$ cat src/rtl/core/wlt_pkg.sv
// ----------------------------------------------------------------------------
// wlt_pkg
// Shared types, constants and saturation helper for the wheel load transfer.
// ----------------------------------------------------------------------------
package wlt_pkg;

    localparam int LOAD_W   = 32;
    localparam int QUOT_W   = 32;
    localparam int DEN_W    = 34;
    localparam int WT_W     = 33;
    localparam int PROD_W   = 65;
    localparam int MAG_W    = 63;
    localparam int FRONT_LAT  = 3;
    localparam int SPLIT_LAT  = 1;
    localparam int DIV_LAT    = QUOT_W + 3;
    localparam int FINISH_LAT = 2;
    localparam int PIPE_LAT   = FRONT_LAT + SPLIT_LAT + DIV_LAT + FINISH_LAT;

    localparam logic [2:0] CASE_NONE  = 3'd0;
    localparam logic [2:0] CASE_AXLE  = 3'd1;
    localparam logic [2:0] CASE_SIDE  = 3'd2;
    localparam logic [2:0] CASE_FRONT = 3'd3;
    localparam logic [2:0] CASE_REAR  = 3'd4;

    localparam logic [2:0] REG_STATIC_FRONT = 3'd0;
    localparam logic [2:0] REG_STATIC_REAR  = 3'd1;
    localparam logic [2:0] REG_AERO_FRONT   = 3'd2;
    localparam logic [2:0] REG_AERO_REAR    = 3'd3;
    localparam logic [2:0] REG_LAT_FRONT    = 3'd4;
    localparam logic [2:0] REG_LAT_REAR     = 3'd5;
    localparam logic [2:0] REG_LONG         = 3'd6;
    localparam logic [2:0] REG_GUARD        = 3'd7;

    localparam logic [15:0] GUARD_RESET = 16'd655;

    typedef struct packed {
        logic signed [31:0] static_front;
        logic signed [31:0] static_rear;
        logic signed [31:0] aero_front;
        logic signed [31:0] aero_rear;
        logic signed [31:0] lat_front;
        logic signed [31:0] lat_rear;
        logic signed [31:0] long_c;
        logic [15:0]        guard;
    } cfg_t;

    typedef struct packed {
        logic sg_pos;
        logic sg_neg;
    } lat_sign_t;

    typedef struct packed {
        lat_sign_t             sg;
        logic [3:0][31:0]      ld;
        logic signed [31:0]    wtx;
        logic signed [31:0]    wty;
    } front_t;

    typedef struct packed {
        logic [2:0]       rcase;
        lat_sign_t        sg;
        logic [3:0][31:0] ld;
    } side_t;

    typedef struct packed {
        logic signed [WT_W-1:0]   wt;
        logic signed [LOAD_W-1:0] def;
    } div_req_t;

    function automatic logic signed [31:0] sat32(input logic signed [63:0] x);
        logic signed [31:0] r;
        if (x > 64'sd2147483647)
        begin
            r = 32'sh7FFFFFFF;
        end
        else if (x < -64'sd2147483648)
        begin
            r = 32'sh80000000;
        end
        else
        begin
            r = x[31:0];
        end
        return r;
    endfunction

endpackage

$ cat src/rtl/core/wlt_finish.sv
// ----------------------------------------------------------------------------
// wlt_finish
// Applies single-wheel shares, second clamp pass and the result register.
// ----------------------------------------------------------------------------
module wlt_finish
    import wlt_pkg::*;
(
    input  logic               clk,
    input  logic               rst_n,
    input  logic               in_valid,
    input  side_t              in_side,
    input  logic [3:0][31:0]   in_share,
    output logic               done,
    output logic signed [31:0] load_front_first,
    output logic signed [31:0] load_front_second,
    output logic signed [31:0] load_rear_first,
    output logic signed [31:0] load_rear_second,
    output logic [2:0]         redistribution_case
);

    logic               v1_reg, done_reg;
    logic [2:0]         case1_reg, case_out_reg;
    logic signed [31:0] p_reg   [4];
    logic signed [31:0] n_reg   [4];
    logic signed [31:0] out_reg [4];

    logic               single;
    logic               use_sg;
    logic signed [32:0] sv      [4];
    logic signed [31:0] t       [4];
    logic signed [31:0] p_next  [4];
    logic signed [31:0] n_next  [4];
    logic signed [32:0] hsum;
    logic signed [31:0] h;
    logic signed [31:0] out_next [4];

    always_comb
    begin
        single = (in_side.rcase == CASE_FRONT) || (in_side.rcase == CASE_REAR);
        for (int i = 0; i < 4; i++)
        begin
            use_sg = ((in_side.rcase == CASE_FRONT) && (i >= 2)) ||
                     ((in_side.rcase == CASE_REAR) && (i < 2));
            if (!use_sg)
            begin
                sv[i] = 33'($signed(in_share[i]));
            end
            else if (in_side.sg.sg_pos)
            begin
                sv[i] = 33'($signed(in_share[i]));
            end
            else if (in_side.sg.sg_neg)
            begin
                sv[i] = -33'($signed(in_share[i]));
            end
            else
            begin
                sv[i] = 33'sd0;
            end
            t[i] = sat32(64'($signed(in_side.ld[i])) + 64'(sv[i]));
            if (single)
            begin
                p_next[i] = t[i][31] ? 32'sd0 : t[i];
                n_next[i] = t[i][31] ? t[i] : 32'sd0;
            end
            else
            begin
                p_next[i] = $signed(in_side.ld[i]);
                n_next[i] = 32'sd0;
            end
        end
    end

    always_comb
    begin
        for (int i = 0; i < 4; i++)
        begin
            out_next[i] = p_reg[i];
        end
        hsum = 33'sd0;
        h    = 32'sd0;
        case (case1_reg)
            CASE_FRONT:
            begin
                hsum = 33'(n_reg[0]) + 33'(n_reg[1]);
                h    = 32'(hsum >>> 1);
                out_next[0] = sat32(64'(sat32(64'(p_reg[0]) + 64'(n_reg[3]))) + 64'(h));
                out_next[1] = sat32(64'(sat32(64'(p_reg[1]) + 64'(n_reg[2]))) + 64'(h));
            end
            CASE_REAR:
            begin
                hsum = 33'(n_reg[2]) + 33'(n_reg[3]);
                h    = 32'(hsum >>> 1);
                out_next[2] = sat32(64'(p_reg[2]) + 64'(n_reg[1]));
                out_next[3] = sat32(64'(p_reg[3]) + 64'(n_reg[0]));
                out_next[0] = sat32(64'(p_reg[0]) + 64'(h));
                out_next[1] = sat32(64'(p_reg[1]) + 64'(h));
            end
            default:
            begin
                hsum = 33'sd0;
            end
        endcase
    end

    always_ff @(posedge clk or negedge rst_n)
    begin
        if (!rst_n)
        begin
            v1_reg   <= 1'b0;
            done_reg <= 1'b0;
        end
        else
        begin
            v1_reg   <= in_valid;
            done_reg <= v1_reg;
        end
    end

    always_ff @(posedge clk)
    begin
        case1_reg    <= in_side.rcase;
        case_out_reg <= case1_reg;
        for (int i = 0; i < 4; i++)
        begin
            p_reg[i]   <= p_next[i];
            n_reg[i]   <= n_next[i];
            out_reg[i] <= out_next[i];
        end
    end

    assign done                = done_reg;
    assign load_front_first    = out_reg[0];
    assign load_front_second   = out_reg[1];
    assign load_rear_first     = out_reg[2];
    assign load_rear_second    = out_reg[3];
    assign redistribution_case = case_out_reg;

endmodule

$ cat config.mk
export PLATFORM = sky130hd
export DESIGN_NAME = wlt_finish
export DESIGN_NICKNAME = d
export VERILOG_FILES = /design/src/rtl/core/wlt_pkg.sv /design/src/rtl/core/wlt_finish.sv
export SDC_FILE = /design/constraint.sdc
export NUM_CORES = 2
export LEC_CHECK = 0
export BUFFER_PORTS_ARGS = -buffer_cell sky130_fd_sc_hd__buf_2
export CAP_MARGIN = 20
export CELL_PAD_IN_SITES_DETAIL_PLACEMENT = 1
export CELL_PAD_IN_SITES_GLOBAL_PLACEMENT = 1
export CORE_MARGIN = 3
export CORE_UTILIZATION = 40
export DETAILED_ROUTE_END_ITERATION = 10
export GPL_ROUTABILITY_DRIVEN = 0
export HOLD_SLACK_MARGIN = 0.12
export PLACE_DENSITY = 0.77
export SETUP_SLACK_MARGIN = 0.4
export SYNTH_ARGS = -nofsm -noshare
export SYNTH_HDL_FRONTEND = slang
export SYNTH_SLANG_ARGS = --single-unit
$ cat constraint.sdc
create_clock -name clk -period 11.9 [get_ports clk]
set_input_delay 0.595 -clock clk [delete_from_list [all_inputs] [get_ports clk]]
set_output_delay 0.595 -clock clk [all_outputs]
set_load 0.02 [all_outputs]
==> impl_metrics.csv <==
group,metric,value,unit
outcome,run_status,"finished, final reports clean",
logic_synthesis,postSynthNetCount,5949,
worst_setup_path,timing.critical_path.fanout_max,31,
timing,timing.final.crit_period,8110,ps
power_and_ir_drop,power.static_leakage,0.0202,uW
cts,cts-htree-levels,2,
worst_setup_path,crit_path_start_kind,"flip-flop",
cts,cts_inserted_buffers,49,
logic_synthesis,netlist_instances,5217,
cts,clock_tree_from_tritoncts,"yes",
cts,clk_latency,660,ps
timing,hold_viol,0,
final_layout,syn2layout_area_growth,12.4,%
die,die_w,320,um
logic_synthesis,yosysWarningCount,0,
timing,tightestPinTransition,1300,ps
final_layout,final_core_utilization,0.457,
logic_synthesis,synthesis.area_per_instance,7.58,um^2
run,cap_violations,0,
worst_setup_path,worst-endpoint-arrival,8680,ps
cts,hold_buffers,4,
cts,cts_setup_buffers,0,
die,rows,114,
logic_synthesis,synth_edf_count,0,
global_routing,antenna_found_initial,16,
final_layout,final_instance_area,0.0444,mm^2
timing,timing_max_transition_violations_final,0,
worst_hold_path,hp-class,"input pin to flip-flop",
worst_setup_path,worst_setup_path_end_kind,"flip-flop",
logic_synthesis,netlist_area_before_placement,0.0395,mm^2
global_routing,grt_pass1_wl,257000,um
power_and_ir_drop,vdd.ir_drop.worst,99.2,uV
die,ios,396,
route,route.detailed.vias_per_inst,6.28,
global_routing,global_route.usage.total,0.324,
worst_setup_path,crit_type,"flip-flop to flip-flop",
place,place_ws,4010,ps
global_routing,globalRouteOverflowTotal,0,
place,dpl-instance-area,0.0426,mm^2
route,drc,0,
die,core_area,0.0973,mm^2
route,detailedRoute.firstIterationViolations,3679,
cts,clock_pin_slew_on_the_worst_setup_and_hold_paths,60,ps
logic_synthesis,yosysSeqAreaShare,0.199,
route,drtAntennaViolNets,0,
timing,timing.final.setup_violations,0,
place,detailedPlacementHpwl,145000,um
route,detailedRoute.firstPassIterationCount,5,
die,die_outline_area,0.103,mm^2
timing,finalCritPeriodShare,0.681,
cts,cts_root_buf,"sky130_fd_sc_hd__clkbuf_16",
global_routing,via_count_of_the_first_global_routing_pass,41900,
timing,grt_setup_unrepaired,"no",
route,dr_total_vias,42800,
timing,worst_clock_skew,29.2,ps
place,port_buffers,395,
logic_synthesis,synth_top_flop_cell,"sky130_fd_sc_hd__dfxtp_1",
timing,final.setup.worst_slack,3790,ps
logic_synthesis,asyncSetResetFlopFracSynth,0.00510,
logic_synthesis,post_synth_num_cell_types,95,
timing,timing.fmax,0.123,GHz
cts,cts_resized,0,
final_layout,fraction_of_layout_cells_with_a_size_suffix_above_1,0.117,
final_layout,final_nets,6219,
die,die-height,320,um
route,route.final.wire_length,174000,um
logic_synthesis,ys_seq_elements,392,
timing,slew-limit-headroom,0.131,
timing,fin_setup_tns,0,ps
global_routing,grt_start_max_net_pins,76,
power_and_ir_drop,report.power.total,5670,uW
route,drt-wirelength-per-cell,25.6,um
worst_setup_path,required,12470,ps
cts,cts_sinks,392,
power_and_ir_drop,p_per_area,128,mW/mm^2
die,initial_utilization,0.406,
cts,clock_tree.buffer_depth,3,
[cell families after synthesis]
logic type,synth area share
XOR/XNOR,0.0886
buffers and inverters,0.0355
multiplexers,0.00706
AND/OR/NAND/NOR,0.200
AO/OA/AOI/OAI,0.310
adder cells (fa/ha/maj),0.160
flip-flops,0.199
[per-stage QoR]
step	hold slack (ps)	std cells
global route	157	6802
floorplan	299	5217
detailed placement	358	6705
global placement	344	6705
finish	172	6806
CTS	132	6798
[cell type report]
cell class              count  area [um^2]
diodes                      5         12.5
clock buffers              54         1270
clock inverters            35          453
fillers                 12200        52800
inverters                 144          541
multi-input cells        4461        30400
flip-flops and latches    392         7860
well taps                1276         1600
repair buffers            439         2330
[report_power, final]
part	internal, uW	total, uW	leakage (uW)	switching [uW]
Sequential	1470	1630	0.00327	161
Combinational	869	2410	0.0161	1540
Clock	940	1620	0.000835	685
[per-layer routing]
metal  up-vias  routed length [um]  share of wire  GRT usage
li1      19900                   -              -          -
met3       408               13900          0.080     0.0539
met5         -                  36        0.00021          0
met2      1637               74200           0.43      0.502
met1     20800               74900           0.43      0.430
met4         6               11000          0.063      0.177
[final timing paths]
path,slack [ps],cells past startpoint,end,startpoint
setup / recovery,3790,21,out_reg[0][2],p_reg[0][3]
max in group asynchronous,11550,2,done,rst_n
hold / removal,170,1,case1_reg[2],in_side[132]
hold reg to reg,370,0,done,v1_reg
setup reg to reg,3790,21,out_reg[0][2],p_reg[0][3]
min in group asynchronous,260,2,done,rst_n
[worst max-delay path, stage by stage, from the launching register on]
cell and delay [ps]:
sky130_fd_sc_hd__dfxtp_1 340, sky130_fd_sc_hd__ha_1 380, sky130_fd_sc_hd__nand3_1 90, sky130_fd_sc_hd__o21ai_0 380
sky130_fd_sc_hd__o311a_1 250, sky130_fd_sc_hd__a31oi_1 240, sky130_fd_sc_hd__o31ai_1 590, sky130_fd_sc_hd__a21oi_1 160
sky130_fd_sc_hd__xnor2_1 830, sky130_fd_sc_hd__nand2_1 790, sky130_fd_sc_hd__a21oi_1 330, sky130_fd_sc_hd__ha_1 270
sky130_fd_sc_hd__a211oi_1 230, sky130_fd_sc_hd__o21ai_0 240, sky130_fd_sc_hd__o2111ai_1 320, sky130_fd_sc_hd__a211oi_1 220
sky130_fd_sc_hd__a2111oi_2 540, sky130_fd_sc_hd__nor3_1 190, sky130_fd_sc_hd__or3b_2 530, sky130_fd_sc_hd__a21oi_4 830
sky130_fd_sc_hd__a21oi_1 110, sky130_fd_sc_hd__o221ai_1 120
[cells in the final DEF (no fill, tap or decap), drive strengths merged, types with 64 or more instances in the layout]
| cell type | netlist | final |
|---|---|---|
| a21oi | 519 | 519 |
| nor2 | 484 | 484 |
| ha | 454 | 454 |
| o21ai | 442 | 442 |
| nand2 | 438 | 438 |
| buf | 22 | 435 |
| dfxtp | 390 | 390 |
| xnor2 | 238 | 238 |
| a21o | 219 | 219 |
| nor3 | 179 | 179 |
| xor2 | 162 | 162 |
| inv | 143 | 149 |
| nand3 | 102 | 102 |
| a211oi | 95 | 95 |
| o21a | 69 | 69 |
| o21bai | 66 | 66 |
| nand2b | 65 | 65 |
| nor2b | 64 | 64 |
[Yosys cell counts, types with 32 or more instances]
cell type,number,share of area
sky130_fd_sc_hd__a211oi_1,94,0.018
sky130_fd_sc_hd__a21o_1,219,0.042
sky130_fd_sc_hd__a21oi_1,519,0.066
sky130_fd_sc_hd__a31oi_1,61,0.0097
sky130_fd_sc_hd__and3_1,40,0.0063
sky130_fd_sc_hd__and4_1,52,0.012
sky130_fd_sc_hd__clkbuf_1,198,0.019
sky130_fd_sc_hd__dfxtp_1,390,0.20
sky130_fd_sc_hd__ha_1,454,0.14
sky130_fd_sc_hd__inv_1,143,0.014
sky130_fd_sc_hd__maj3_1,37,0.0094
sky130_fd_sc_hd__nand2_1,438,0.042
sky130_fd_sc_hd__nand2b_1,65,0.010
sky130_fd_sc_hd__nand3_1,102,0.013
sky130_fd_sc_hd__nand4_1,42,0.0066
sky130_fd_sc_hd__nor2_1,483,0.046
sky130_fd_sc_hd__nor2b_1,64,0.010
sky130_fd_sc_hd__nor3_1,178,0.023
sky130_fd_sc_hd__nor3b_1,46,0.0087
sky130_fd_sc_hd__nor4_1,32,0.0051
sky130_fd_sc_hd__o211ai_1,60,0.011
sky130_fd_sc_hd__o21a_1,69,0.013
sky130_fd_sc_hd__o21ai_0,433,0.055
sky130_fd_sc_hd__o21bai_1,66,0.013
sky130_fd_sc_hd__o221a_2,52,0.015
sky130_fd_sc_hd__xnor2_1,238,0.053
sky130_fd_sc_hd__xor2_1,162,0.036
No activity file was read; power rests on OpenSTA's default activity.
